File: config.mk
export PLATFORM = sky130hd
export DESIGN_NAME = yaw_pd_steering_controller
export DESIGN_NICKNAME = d
export VERILOG_FILES = /design/src/ypsc_pkg.sv /design/src/yaw_pd_steering_controller.sv /design/src/ypsc_regs.sv
export SDC_FILE = /design/constraint.sdc
export NUM_CORES = 1
export LEC_CHECK = 0
export BUFFER_PORTS_ARGS = -buffer_cell sky130_fd_sc_hd__clkbuf_2
export CAP_MARGIN = 40
export CORE_MARGIN = 2
export CORE_UTILIZATION = 65
export CTS_CLUSTER_DIAMETER = 30
export DETAILED_ROUTE_END_ITERATION = 8
export PLACE_DENSITY = 0.84
export SKIP_LAST_GASP = 1
export SLEW_MARGIN = 20
export SYNTH_ARGS = -nofsm -noshare
export SYNTH_HDL_FRONTEND = slang
export SYNTH_HIERARCHICAL = 1
export SYNTH_SLANG_ARGS = --single-unit
File: constraint.sdc
create_clock -name clk_i -period 39.1 [get_ports clk_i]
set_clock_uncertainty 0.15 [all_clocks]
set_input_delay 1.955 -clock clk_i [delete_from_list [all_inputs] [get_ports clk_i]]
set_output_delay 1.955 -clock clk_i [all_outputs]
set_load 0.01 [all_outputs]
File: src/ypsc_pkg.sv
package ypsc_pkg;

  // fixed point grid
  localparam int ANGLE_FRAC_BITS = 4;
  localparam int GAIN_FRAC_BITS  = 8;

  localparam int CFG_W   = 12;
  localparam int MODE_W  = 3;
  localparam int YAW_W   = 14;
  localparam int SERVO_W = 13;
  localparam int LEVEL_W = 7;
  localparam int ERR_W   = 13;
  localparam int APB_AW  = 5;
  localparam int APB_DW  = 32;

  typedef enum logic [MODE_W-1:0] {
    MODE_STRAIGHT = 3'd0,
    MODE_PREPARE  = 3'd1,
    MODE_TURN1    = 3'd2,
    MODE_TURN2    = 3'd3,
    MODE_CROSS    = 3'd4,
    MODE_STOP     = 3'd5,
    MODE_RECENTER = 3'd6,
    MODE_OTHER    = 3'd7
  } mode_e;

  // register word index, byte address is four times this
  typedef enum logic [2:0] {
    REG_KP_YAW         = 3'd0,
    REG_KD_YAW         = 3'd1,
    REG_KP_TURN        = 3'd2,
    REG_MIN_TURN_RIGHT = 3'd3,
    REG_MIN_TURN_LEFT  = 3'd4,
    REG_CENTER_WINDOW  = 3'd5,
    REG_SERVO_LIMIT    = 3'd6,
    REG_SPARE          = 3'd7
  } reg_idx_e;

  typedef struct packed {
    logic [CFG_W-1:0] kp_yaw;
    logic [CFG_W-1:0] kd_yaw;
    logic [CFG_W-1:0] kp_turn;
    logic [CFG_W-1:0] min_turn_right;
    logic [CFG_W-1:0] min_turn_left;
    logic [CFG_W-1:0] center_window;
    logic [CFG_W-1:0] servo_limit;
  } cfg_t;

  localparam logic [CFG_W-1:0] KP_YAW_RST         = 12'd563;
  localparam logic [CFG_W-1:0] KD_YAW_RST         = 12'd1024;
  localparam logic [CFG_W-1:0] KP_TURN_RST        = 12'd358;
  localparam logic [CFG_W-1:0] MIN_TURN_RIGHT_RST = 12'd672;
  localparam logic [CFG_W-1:0] MIN_TURN_LEFT_RST  = 12'd720;
  localparam logic [CFG_W-1:0] CENTER_WINDOW_RST  = 12'd32;
  localparam logic [CFG_W-1:0] SERVO_LIMIT_RST    = 12'd1280;

  localparam logic [LEVEL_W-1:0] STRAIGHT_THRUST   = 7'd92;
  localparam logic [LEVEL_W-1:0] CROSS_THRUST      = 7'd82;
  localparam logic [LEVEL_W-1:0] RIGHT_TURN_THRUST = 7'd94;
  localparam logic [LEVEL_W-1:0] LEFT_TURN_THRUST  = 7'd98;
  localparam logic [LEVEL_W-1:0] RECENTER_THRUST   = 7'd36;
  localparam logic [LEVEL_W-1:0] LEVEL_OFF         = 7'd0;
  localparam logic [LEVEL_W-1:0] LIFT_ON           = 7'd100;

endpackage

File: src/yaw_pd_steering_controller.sv
// Yaw steering controller: one servo / thrust / lift command per sensor tick.
// Input channel: in_valid_i with mode_i, turn_left_i, target_yaw_i and
// current_yaw_i; taken at a clock edge where in_valid_i is high and
// in_stall_o is low. Output channel: out_valid_o with servo_angle_o,
// thrust_level_o and lift_level_o; handed over where out_stall_i is low.
// Gains and limits sit behind the APB port, one 32-bit word per register.
// The datapath is three register stages: input register, error wrap and the
// two gain multipliers into a product register, then round, minimum and clamp
// into the output register. One item per cycle is taken while the output
// drains.
// The stored error and last mode are updated as an item leaves the input
// register, so consecutive items chain through them at full rate.
// Reset empties all stages, clears the stored error and mode (straight) and
// loads the register defaults. While the receiver stalls, the output holds
// and the stages behind it fill; in_stall_o rises once all three are full.
module yaw_pd_steering_controller (
  input  logic                                clk_i,
  input  logic                                rst_ni,
  input  logic                                in_valid_i,
  output logic                                in_stall_o,
  input  logic [ypsc_pkg::MODE_W-1:0]         mode_i,
  input  logic                                turn_left_i,
  input  logic signed [ypsc_pkg::YAW_W-1:0]   target_yaw_i,
  input  logic signed [ypsc_pkg::YAW_W-1:0]   current_yaw_i,
  output logic                                out_valid_o,
  input  logic                                out_stall_i,
  output logic signed [ypsc_pkg::SERVO_W-1:0] servo_angle_o,
  output logic [ypsc_pkg::LEVEL_W-1:0]        thrust_level_o,
  output logic [ypsc_pkg::LEVEL_W-1:0]        lift_level_o,
  input  logic                                psel,
  input  logic                                penable,
  input  logic                                pwrite,
  input  logic [ypsc_pkg::APB_AW-1:0]         paddr,
  input  logic [ypsc_pkg::APB_DW-1:0]         pwdata,
  output logic [ypsc_pkg::APB_DW-1:0]         prdata,
  output logic                                pready
);
  import ypsc_pkg::*;

  localparam int FULL_TURN = 360 << ANGLE_FRAC_BITS;
  localparam int HALF_TURN = 180 << ANGLE_FRAC_BITS;
  localparam int DIFF_W    = YAW_W + 1;
  localparam int CAND_W    = YAW_W + 3;
  localparam int WRAP_K    = (2 ** YAW_W) / FULL_TURN + 1;
  localparam int D_W       = ERR_W + 1;
  localparam int PE_W      = CFG_W + 1 + ERR_W;
  localparam int KD_W      = CFG_W + 1 + D_W;
  localparam int ACC_W     = KD_W + 2;
  localparam int RND_W     = ACC_W - GAIN_FRAC_BITS;
  localparam logic signed [ACC_W-1:0] RND_HALF = ACC_W'(1 << (GAIN_FRAC_BITS - 1));

  cfg_t cfg;

  ypsc_regs u_regs (
    .clk_i   (clk_i),
    .rst_ni  (rst_ni),
    .psel    (psel),
    .penable (penable),
    .pwrite  (pwrite),
    .paddr   (paddr),
    .pwdata  (pwdata),
    .prdata  (prdata),
    .pready  (pready),
    .cfg_o   (cfg)
  );

  function automatic logic is_pd(mode_e m);
    return (m == MODE_STRAIGHT) || (m == MODE_PREPARE) ||
           (m == MODE_CROSS) || (m == MODE_RECENTER);
  endfunction

  function automatic logic is_turn(mode_e m);
    return (m == MODE_TURN1) || (m == MODE_TURN2);
  endfunction

  // pipeline flow
  logic out_ready, adv2, adv1;
  logic v1_q, v2_q, out_valid_q;

  assign out_ready  = !out_valid_q || !out_stall_i;
  assign adv2       = !v2_q || out_ready;
  assign adv1       = !v1_q || adv2;
  assign in_stall_o = !adv1;

  // input register
  mode_e                     s1_mode_q;
  logic                      s1_left_q;
  logic signed [YAW_W-1:0]   s1_target_q;
  logic signed [YAW_W-1:0]   s1_current_q;

  always_ff @(posedge clk_i or negedge rst_ni) begin
    if (!rst_ni) begin
      v1_q <= 1'b0;
    end else if (adv1) begin
      v1_q <= in_valid_i;
    end
  end

  always_ff @(posedge clk_i) begin
    if (adv1 && in_valid_i) begin
      s1_mode_q    <= mode_e'(mode_i);
      s1_left_q    <= turn_left_i;
      s1_target_q  <= target_yaw_i;
      s1_current_q <= current_yaw_i;
    end
  end

  // stage 1: wrap error, stored error, products
  logic signed [ERR_W-1:0]  last_error_q;
  mode_e                    last_mode_q;
  logic signed [DIFF_W-1:0] diff;
  logic signed [CAND_W-1:0] cand;
  logic signed [ERR_W-1:0]  err;
  logic                     mode_chg;
  logic signed [ERR_W-1:0]  le_eff;
  logic signed [D_W-1:0]    derr;
  logic [CFG_W-1:0]         gain_sel;
  logic [ERR_W-1:0]         err_mag;
  logic signed [PE_W-1:0]   pe;
  logic signed [KD_W-1:0]   kdd;
  logic                     s1_move;

  always_comb begin
    diff = DIFF_W'(s1_target_q) - DIFF_W'(s1_current_q);
    err  = '0;
    cand = '0;
    // exactly one candidate lands in the half-open turn window
    for (int k = -WRAP_K; k <= WRAP_K; k++) begin
      cand = CAND_W'(diff) - CAND_W'(k * FULL_TURN);
      if (cand >= CAND_W'(-HALF_TURN) && cand < CAND_W'(HALF_TURN)) begin
        err = cand[ERR_W-1:0];
      end
    end
  end

  assign mode_chg = s1_mode_q != last_mode_q;
  assign le_eff   = mode_chg ? '0 : last_error_q;
  assign derr     = D_W'(err) - D_W'(le_eff);
  assign gain_sel = is_turn(s1_mode_q) ? cfg.kp_turn : cfg.kp_yaw;
  assign err_mag  = err[ERR_W-1] ? ERR_W'(-err) : err;
  assign pe       = PE_W'($signed({1'b0, gain_sel})) * PE_W'(err);
  assign kdd      = KD_W'($signed({1'b0, cfg.kd_yaw})) * KD_W'(derr);
  assign s1_move  = v1_q && adv2;

  always_ff @(posedge clk_i or negedge rst_ni) begin
    if (!rst_ni) begin
      last_error_q <= '0;
      last_mode_q  <= MODE_STRAIGHT;
    end else if (s1_move) begin
      last_mode_q <= s1_mode_q;
      if (is_pd(s1_mode_q)) begin
        last_error_q <= err;
      end else begin
        last_error_q <= le_eff;
      end
    end
  end

  mode_e                  s2_mode_q;
  logic                   s2_left_q;
  logic signed [PE_W-1:0] s2_pe_q;
  logic signed [KD_W-1:0] s2_kdd_q;
  logic                   s2_dead_q;

  always_ff @(posedge clk_i or negedge rst_ni) begin
    if (!rst_ni) begin
      v2_q <= 1'b0;
    end else if (adv2) begin
      v2_q <= v1_q;
    end
  end

  always_ff @(posedge clk_i) begin
    if (s1_move) begin
      s2_mode_q <= s1_mode_q;
      s2_left_q <= s1_left_q;
      s2_pe_q   <= pe;
      s2_kdd_q  <= kdd;
      s2_dead_q <= err_mag <= ERR_W'(cfg.center_window);
    end
  end

  // stage 2: round, minimum turn magnitude, clamp
  logic signed [ACC_W-1:0] acc;
  logic signed [ACC_W-1:0] acc_r;
  logic signed [RND_W-1:0] rnd;
  logic signed [RND_W-1:0] lim;
  logic signed [RND_W-1:0] mn;
  logic signed [RND_W-1:0] p_min;
  logic signed [RND_W-1:0] p_lim;
  logic signed [SERVO_W-1:0] servo_d;
  logic [LEVEL_W-1:0]        thrust_d;
  logic [LEVEL_W-1:0]        lift_d;

  always_comb begin
    if (is_turn(s2_mode_q)) begin
      acc = -ACC_W'(s2_pe_q);
    end else begin
      acc = -(ACC_W'(s2_pe_q) + ACC_W'(s2_kdd_q));
    end
    acc_r = acc + RND_HALF;
    rnd   = acc_r[ACC_W-1:GAIN_FRAC_BITS];
    lim   = $signed({{(RND_W-CFG_W){1'b0}}, cfg.servo_limit});
    mn    = $signed({{(RND_W-CFG_W){1'b0}},
                     s2_left_q ? cfg.min_turn_left : cfg.min_turn_right});
    p_min = rnd;
    if (is_turn(s2_mode_q)) begin
      if (rnd > 0 && rnd < mn) begin
        p_min = mn;
      end else if (rnd < 0 && rnd > -mn) begin
        p_min = -mn;
      end
    end
    if (p_min > lim) begin
      p_lim = lim;
    end else if (p_min < -lim) begin
      p_lim = -lim;
    end else begin
      p_lim = p_min;
    end

    servo_d  = p_lim[SERVO_W-1:0];
    thrust_d = LEVEL_OFF;
    lift_d   = LIFT_ON;
    case (s2_mode_q) inside
      MODE_STRAIGHT: thrust_d = STRAIGHT_THRUST;
      MODE_PREPARE:  lift_d   = LEVEL_OFF;
      MODE_CROSS:    thrust_d = CROSS_THRUST;
      MODE_RECENTER: thrust_d = RECENTER_THRUST;
      MODE_TURN1, MODE_TURN2: begin
        thrust_d = s2_left_q ? LEFT_TURN_THRUST : RIGHT_TURN_THRUST;
        if (s2_dead_q) begin
          servo_d = '0;
        end
      end
      default: begin
        servo_d = '0;
        lift_d  = LEVEL_OFF;
      end
    endcase
  end

  // output register
  logic signed [SERVO_W-1:0] servo_q;
  logic [LEVEL_W-1:0]        thrust_q;
  logic [LEVEL_W-1:0]        lift_q;

  always_ff @(posedge clk_i or negedge rst_ni) begin
    if (!rst_ni) begin
      out_valid_q <= 1'b0;
    end else if (out_ready) begin
      out_valid_q <= v2_q;
    end
  end

  always_ff @(posedge clk_i) begin
    if (out_ready && v2_q) begin
      servo_q  <= servo_d;
      thrust_q <= thrust_d;
      lift_q   <= lift_d;
    end
  end

  assign out_valid_o    = out_valid_q;
  assign servo_angle_o  = servo_q;
  assign thrust_level_o = thrust_q;
  assign lift_level_o   = lift_q;

  // servo never leaves the configured limit
  assert property (@(posedge clk_i) disable iff (!rst_ni)
    out_valid_o |-> (SERVO_W + 1)'(servo_angle_o) <= $signed({2'b00, cfg.servo_limit}) &&
                    (SERVO_W + 1)'(servo_angle_o) >= -$signed({2'b00, cfg.servo_limit}))
    else $error("servo beyond limit");

  // a mode change into a non-pd mode leaves a cleared error
  assert property (@(posedge clk_i) disable iff (!rst_ni)
    s1_move && mode_chg && !is_pd(s1_mode_q) |=> last_error_q == '0)
    else $error("stored error not cleared on mode change");

  // a new result only appears when stage 2 held an item
  assert property (@(posedge clk_i) disable iff (!rst_ni)
    out_valid_o && !$past(out_valid_o) |-> $past(v2_q))
    else $error("result without item");

endmodule

File: src/ypsc_regs.sv
module ypsc_regs (
  input  logic                        clk_i,
  input  logic                        rst_ni,
  input  logic                        psel,
  input  logic                        penable,
  input  logic                        pwrite,
  input  logic [ypsc_pkg::APB_AW-1:0] paddr,
  input  logic [ypsc_pkg::APB_DW-1:0] pwdata,
  output logic [ypsc_pkg::APB_DW-1:0] prdata,
  output logic                        pready,
  output ypsc_pkg::cfg_t              cfg_o
);
  import ypsc_pkg::*;

  cfg_t             cfg_q;
  logic             wr_en;
  reg_idx_e         idx;
  logic [CFG_W-1:0] wdata;
  logic [CFG_W-1:0] rdata;

  assign pready = 1'b1;
  assign wr_en  = psel && penable && pwrite;
  assign idx    = reg_idx_e'(paddr[APB_AW-1:2]);
  assign wdata  = pwdata[CFG_W-1:0];

  always_ff @(posedge clk_i or negedge rst_ni) begin
    if (!rst_ni) begin
      cfg_q.kp_yaw         <= KP_YAW_RST;
      cfg_q.kd_yaw         <= KD_YAW_RST;
      cfg_q.kp_turn        <= KP_TURN_RST;
      cfg_q.min_turn_right <= MIN_TURN_RIGHT_RST;
      cfg_q.min_turn_left  <= MIN_TURN_LEFT_RST;
      cfg_q.center_window  <= CENTER_WINDOW_RST;
      cfg_q.servo_limit    <= SERVO_LIMIT_RST;
    end else if (wr_en) begin
      unique case (idx)
        REG_KP_YAW:         cfg_q.kp_yaw         <= wdata;
        REG_KD_YAW:         cfg_q.kd_yaw         <= wdata;
        REG_KP_TURN:        cfg_q.kp_turn        <= wdata;
        REG_MIN_TURN_RIGHT: cfg_q.min_turn_right <= wdata;
        REG_MIN_TURN_LEFT:  cfg_q.min_turn_left  <= wdata;
        REG_CENTER_WINDOW:  cfg_q.center_window  <= wdata;
        REG_SERVO_LIMIT:    cfg_q.servo_limit    <= wdata;
        default: ;
      endcase
    end
  end

  always_comb begin
    unique case (idx)
      REG_KP_YAW:         rdata = cfg_q.kp_yaw;
      REG_KD_YAW:         rdata = cfg_q.kd_yaw;
      REG_KP_TURN:        rdata = cfg_q.kp_turn;
      REG_MIN_TURN_RIGHT: rdata = cfg_q.min_turn_right;
      REG_MIN_TURN_LEFT:  rdata = cfg_q.min_turn_left;
      REG_CENTER_WINDOW:  rdata = cfg_q.center_window;
      REG_SERVO_LIMIT:    rdata = cfg_q.servo_limit;
      default:            rdata = '0;
    endcase
  end

  assign prdata = {{(APB_DW-CFG_W){1'b0}}, rdata};
  assign cfg_o  = cfg_q;

endmodule

==> out/qor.csv, run 1 <==
stage,metric,value,unit
sta,Setup Viol. Count Final,0,
synthesis,post-synthesis cell type count,120,
outcome,status,"complete, no violations",
clocking,CTS Sinks,213,
global_route,All-Layer GR Usage,37.1,%
setup_path,R2R depth,47,
clocking,Worst-path clk slew,0.05,ns
synthesis,Cells after Synth,3368,
sta,Rel. slew slack,35.6,%
floorplanning,DIE AREA,0.0482,mm^2
clocking,CTS tree,yes,
hold_path,hold_sp,s1_left_q,
setup_path,CP Data Arrival Time,15.57,ns
setup_path,crit-path max FO,17,
setup_path,slowest CP cell,fa_1,
floorplanning,Die H,220,um
synthesis,leading area contributor after synthesis,fa_1,
placed_design,post-DP HPWL,66100,um
global_route,largest net degree at the start of global routing,57,
sta,min Tclk post-route,15.49,ns
clocking,post-cts sizing count,0,
detailed_routing,Remaining DRCs,0,
sta,Worst Max-Slew Pin Slew,0.939,ns
global_route,vias in the first global route,26700,
setup_path,reg2reg end,s2_kdd_q[26],
detailed_routing,detailed-route wire length,88600,um
setup_path,most frequent cell on the critical path,o21ai_0,
synthesis,post-synthesis register bit count,213,
sta,Max Slew Vio Count,0,
setup_path,critical path startpoint category,flip-flop,
sta,period utilization,39.6,%
finish,NumNets Final,4102,
synthesis,asr flop ratio synth,48.4,%
placed_design,routability congestion estimate from global placement,0.975,
synthesis,Syn Area/Cell,8.97,um^2
placed_design,port bufs,89,
detailed_routing,DR iter-0 viols,2223,
clocking,H-tree depth,2,
synthesis,post-synthesis sequential area ratio,19.6,%
finish,layout cell share with drive strength beyond 1,12.6,%
placed_design,placed inst area,0.0311,mm^2
global_route,initial antenna violation count,2,
synthesis,number of enable flip-flop cells after synthesis,110,
clocking,CTS Root Cell,clkbuf_16,
floorplanning,Starting Density,66.3,%
setup_path,CP max stage delay,0.82,ns
sta,Final Hold Viols,0,
floorplanning,row count,78,
synthesis,leading post-synthesis cells by cell area,"fa_1 (17%), ha_1 (14%), edfxtp_1 (11%)",
synthesis,Mapped Area,0.0302,mm^2
hold_path,worst min path class,flip-flop to flip-flop,
clocking,CTS Buffer Depth,3,
floorplanning,die width,220,um
setup_path,endpoint class of the critical path,flip-flop,
clocking,clock latency at the later pin of the worst-skew pair,0.60,ns
sta,RSZ-0062 raised after global routing,false,
floorplanning,I/O Pins,138,
finish,Multi-input gate area,0.0217,mm^2
detailed_routing,via count,25800,
detailed_routing,post-DR vias/cell,6.35,
detailed_routing,WL per Instance,21.8,um
clocking,CTS buffer count,45,
global_route,Congestion Overflow GR,0,
finish,register area,0.00591,mm^2
detailed_routing,Pre-antenna DRT Iters,6,
synthesis,Most used DFF post-synth,edfxtp_1,
global_route,global-route wire length before repair,139000,um
setup_path,Reg2Reg Launch Point,s1_target_q[2],
setup_path,CP Data Required Time,39.18,ns
synthesis,Syn. warnings,6,
detailed_routing,Final ANT Viol Nets,0,
run,max cap viols,0,
setup_path,crit path kind,flip-flop to flip-flop,
sta,Final TNS setup,0,ns
finish,Layout fillers,3216,
clocking,postcts setup bufs,0,
finish,Area Overhead vs Synth,8.66,%
finish,final instance area,0.0328,mm^2
hold_path,Hold Path Depth,0,
clocking,cts hold-fix bufs,0,
hold_path,WHS Endpoint,s2_left_q,
synthesis,area share of the largest cell type after synthesis,17.4,%
sta,Max Fclk,64.6,MHz
floorplanning,core footprint,0.0456,mm^2
setup_path,Reg2Reg Setup Slack,23.61,ns
-- layout by cell type (no fill, tap or decap), types with 27 or more instances in the layout --
| master | instances |
|---|---|
| inv_1 | 519 |
| ha_1 | 335 |
| nand2_1 | 321 |
| fa_1 | 263 |
| nor2_1 | 200 |
| a21oi_1 | 118 |
| o21ai_0 | 113 |
| edfxtp_1 | 110 |
| xnor2_1 | 107 |
| and2_1 | 102 |
| mux2_2 | 102 |
| clkbuf_2 | 88 |
| dfrtp_1 | 82 |
| nor3_1 | 61 |
| nand3_1 | 53 |
| mux2i_1 | 50 |
| clkbuf_16 | 48 |
| buf_4 | 46 |
| o21a_1 | 35 |
| a21o_1 | 35 |
| nor2b_1 | 33 |
| nand2b_1 | 32 |
| xor2_1 | 30 |
| o211ai_1 | 28 |
| a211oi_1 | 28 |
| nand4_1 | 27 |
-- logic make-up (layout without fill, tap and decap cells) --
group,Yosys count,in the layout,synth area share [%]
AO/OA/AOI/OAI,615,615,14.3
XOR/XNOR,138,138,4.03
adder cells (fa/ha/maj),598,598,31.3
buffers and inverters,680,754,9.07
flip-flops,213,213,19.6
multiplexers,157,157,5.68
other,3,27,0.0373
AND/OR/NAND/NOR,964,964,16.0
-- final cells by class --
type	count	share of cell area, %
timing repair buffer	144	2.84
clock buffer	59	4.00
multi-input combinational	2498	66.0
clock inverter	25	0.801
inverter	526	6.02
antenna	1	0.00763
sequential	213	18.0
tap	600	2.29
-- metrics by stage --
stage / instances / hold WS (ns) / setup WS [ns] / utilization (%)
floorplan: 3391 / 0.250 / 26.25 / -
global placement: 3964 / 0.261 / 24.56 / 68.1
detailed placement: 3973 / 0.281 / 24.10 / 68.3
CTS: 4057 / 0.291 / 23.94 / 71.8
global route: 4065 / 0.338 / 22.74 / 72.0
finish: 4066 / 0.309 / 23.61 / 72.0
-- registers in the layout, indices dropped and copies added (netlist names) --
register        count
u_regs/cfg_o       84
s2_kdd_q           27
s2_pe_q            26
s1_current_q       14
s1_target_q        14
last_error_q       13
servo_angle_o      13
thrust_level_o      6
last_mode_q         3
s1_mode_q           3
s2_mode_q           3
lift_level_o        1
out_valid_o         1
s1_left_q           1
s2_dead_q           1
s2_left_q           1
v1_q                1
v2_q                1
-- synthesized netlist by cell type (12+ instances only) --
master / instances
nor4_1: 22
nand2_1: 321
fa_1: 263
o211ai_1: 28
o22ai_1: 21
o21ai_0: 113
nor2_1: 200
and3_1: 21
a211oi_1: 28
inv_1: 520
mux2i_1: 50
nor3_1: 62
o21a_1: 35
and2_1: 102
nor2b_1: 35
nand2b_1: 32
dfstp_2: 21
clkbuf_1: 85
o21bai_1: 19
ha_1: 335
or3_1: 18
xnor2_1: 107
a21o_1: 35
edfxtp_1: 110
buf_4: 30
mux2_2: 102
nand4_1: 27
o31a_1: 12
buf_2: 27
nand3_1: 53
dfrtp_1: 82
xor2_1: 30
a21oi_1: 118
a31oi_1: 27
-- metal layers --
metal	global-route usage, %	vias up	routed length, um
li1	-	11500	-
met3	6.10	386	6720
met5	0	-	0
met1	44.1	12600	33100
met4	22.8	0	5850
met2	63.1	1241	42900
-- how the worst max path moves through the flow --
stage | startpoint | to | cells after the start
2_1_floorplan | s1_current_q[0] | s2_kdd_q[25] | 56
3_3_place_gp | s1_target_q[6] | s2_kdd_q[25] | 50
3_5_place_dp | s1_target_q[4] | s2_kdd_q[26] | 48
4_1_cts | s1_target_q[4] | s2_kdd_q[26] | 48
5_1_grt | s1_target_q[4] | s2_kdd_q[26] | 48
6_report | s1_target_q[2] | s2_kdd_q[26] | 47
-- worst max-delay path: cells and delay by family (launching register included) --
kind            cells  cell delay, ns
fa+ha+maj           9            4.44
compound gates     22            5.91
simple gates        8            1.83
xor+xnor            1            0.39
buf+inv             6            1.34
mux                 1            0.64
flops               1            0.39
Power of run 1 is not shown: default switching activity piles up to over one toggle a cycle in this logic, so the estimate is an artifact.
==> inputs of run 2 (changes only) <==
CORE_UTILIZATION = 59   (was 65)
PLACE_DENSITY = 0.8   (was 0.84)
clock period = 13.75 ns   (was 39.1 ns; I/O delays follow)
==> run 2 against run 1 <==
  * Hold slack worse by 0.18 ns
  * First-iteration DRC count down 2.2%
  * Largest cell class unchanged
  * Clock-buffer cell count down 3
  * Final area up 0.94%
  * Register-to-register slack worse by 23 ns
  * Routed wire length down 8.1%
  * Die area up 10%
  * Sequential share of layout area down 0.17 points
  * Maximum frequency up 20%
  * Global-route usage down 6.3 points
  * Core utilization down 6.2 points
  * Non-clock buffer count up 27
==> out/qor.csv, run 2 (synthesis gave the netlist of run 1 again) <==
stage,metric,value,unit
global_route,initial antenna violation count,2,
clocking,clock latency at the later pin of the worst-skew pair,0.58,ns
sta,Final Hold Viols,0,
floorplanning,core footprint,0.0504,mm^2
setup_path,crit path kind,flip-flop to flip-flop,
setup_path,CP Data Arrival Time,13.08,ns
detailed_routing,Final ANT Viol Nets,0,
setup_path,end of the critical path,s2_kdd_q[25],
finish,NumNets Final,4129,
hold_path,worst min path class,input port to flip-flop,
setup_path,most frequent cell on the critical path,o21ai_0,
finish,max reg flops,84,
clocking,CTS Root Cell,clkbuf_16,
floorplanning,row count,82,
setup_path,slowest CP cell,fa_1,
clocking,CTS Sinks,213,
clocking,CTS tree,yes,
setup_path,crit-path max FO,16,
setup_path,endpoint class of the critical path,flip-flop,
setup_path,Reg2Reg Launch Point,s1_target_q[2],
global_route,Congestion Overflow GR,0,
sta,worst hold slack,0.127,ns
setup_path,Reg2Reg Setup Slack,0.82,ns
placed_design,port bufs,89,
floorplanning,die width,230,um
detailed_routing,WL per Instance,19.5,um
setup_path,CP Data Required Time,13.91,ns
setup_path,CP max stage delay,0.61,ns
sta,period utilization,94.0,%
placed_design,Placed Cells,4062,
sta,Setup Viol. Count Final,0,
placed_design,routability congestion estimate from global placement,0.965,
setup_path,critical path startpoint category,flip-flop,
finish,antenna cells,0,
placed_design,post-DP HPWL,61600,um
global_route,All-Layer GR Usage,30.9,%
floorplanning,DIE AREA,0.0530,mm^2
finish,Layout fillers,3845,
floorplanning,Die H,230,um
finish,final instance area,0.0331,mm^2
floorplanning,Starting Density,59.9,%
floorplanning,I/O Pins,138,
setup_path,R2R depth,49,
clocking,Worst-path clk slew,0.06,ns
finish,layout cell share with drive strength beyond 1,13.2,%
sta,Max Slew Vio Count,0,
detailed_routing,detailed-route wire length,81400,um
setup_path,reg2reg end,s2_kdd_q[25],
sta,Max Fclk,77.4,MHz
finish,"Cell Count, Final, Fillers Out",4164,
finish,Area Overhead vs Synth,9.69,%
detailed_routing,Pre-antenna DRT Iters,6,
run,max cap viols,0,
detailed_routing,post-DR vias/cell,6.08,
outcome,status,"complete, no violations",
clocking,CTS Buffer Depth,3,
sta,min Tclk post-route,12.93,ns
clocking,CTS buffer count,45,
detailed_routing,via count,25300,
detailed_routing,Remaining DRCs,0,
finish,most frequent cells in the layout,"inv_1 (519), ha_1 (335), nand2_1 (321), fa_1 (263), nor2_1 (200)",
clocking,H-tree depth,2,
sta,Rel. slew slack,39.7,%
global_route,global-route wire length before repair,131000,um
setup_path,CP startpoint,s1_target_q[2],
sta,Worst Max-Slew Pin Slew,0.879,ns
detailed_routing,DR iter-0 viols,2173,
finish,"leading cell type in the layout, fill and taps excluded",inv_1,
global_route,largest net degree at the start of global routing,60,
global_route,vias in the first global route,25400,
placed_design,placed inst area,0.0314,mm^2
run 2: cell types whose count changed in the layout (fill, tap and decap cells not counted), moves of 2 or more:
| cell | change |
|---|---|
| clkinv_4 | +3 |
| buf_12 | +2 |
| buf_8 | -2 |
| clkbuf_8 | -2 |
| clkbuf_16 | -2 |
| clkinv_2 | -4 |
| clkbuf_4 | +2 |
| clkinv_8 | +2 |
| buf_4 | +22 |
| inv_6 | -3 |
| clkinvlp_4 | +3 |
| clkinv_1 | +2 |
| bufinv_16 | +2 |
run 2: worst min path at each step:
stage | start | end | slack, ns | cells after the start
after floorplan | rst_ni | last_error_q[0] | 0.24 | 0
final | current_yaw_i[12] | s1_current_q[12] | 0.13 | 1
after global placement | s1_left_q | s2_left_q | 0.25 | 0
after detailed placement | s1_left_q | s2_left_q | 0.26 | 0
after CTS | target_yaw_i[11] | s1_target_q[11] | 0.12 | 1
after global routing | current_yaw_i[12] | s1_current_q[12] | 0.11 | 1
run 2: final cells by class:
| type | instances | area (um^2) | area share [%] |
|---|---|---|---|
| Clock buffer | 56 | 1240 | 3.74 |
| Clock inverter | 28 | 312 | 0.941 |
| Inverter | 526 | 1980 | 5.97 |
| Multi-Input combinational cell | 2498 | 21700 | 65.5 |
| Sequential cell | 213 | 5910 | 17.8 |
| Tap cell | 672 | 841 | 2.54 |
| Timing Repair Buffer | 171 | 1150 | 3.47 |
run 2: critical path, delay by kind of cell (launching register included):
family,cells,cell delay [ns]
DFF,1,0.39
buffers and inverters,5,0.66
adders and majority gates,9,3.84
AOI/OAI and AO/OA,20,4.79
xor gates and xnor gates,1,0.15
muxes,1,0.39
and+or+nand+nor,13,2.26
run 2: timing repair:
item / CTS / global route
endpoints found under the hold margin: 18 / 0
resized for setup: 0 / 7
hold buffers: 1 / 0
buffers inserted: 0 / 8
setup endpoints to repair: 0 / 6
run 2: routing by layer:
layer	routed length, um	vias up	global-route usage [%]
met5	11	-	0
met4	4660	2	16.5
met3	6460	334	5.75
met2	38600	1222	51.4
met1	31600	12200	38.0
li1	-	11600	-
run 2: stage by stage:
| stage | setup slack, ns | utilization [%] | TNS [ns] |
|---|---|---|---|
| 4_1_cts | 0.492 | 65.3 | 0 |
| 2_1_floorplan | 0.904 | - | 0 |
| 3_3_place_gp | 0.767 | 62.1 | 0 |
| 6_report | 0.824 | 65.7 | 0 |
| 3_5_place_dp | 0.562 | 62.2 | 0 |
| 5_1_grt | -0.0886 | 65.7 | -0.170 |
Power of run 2 is left out for the same reason.
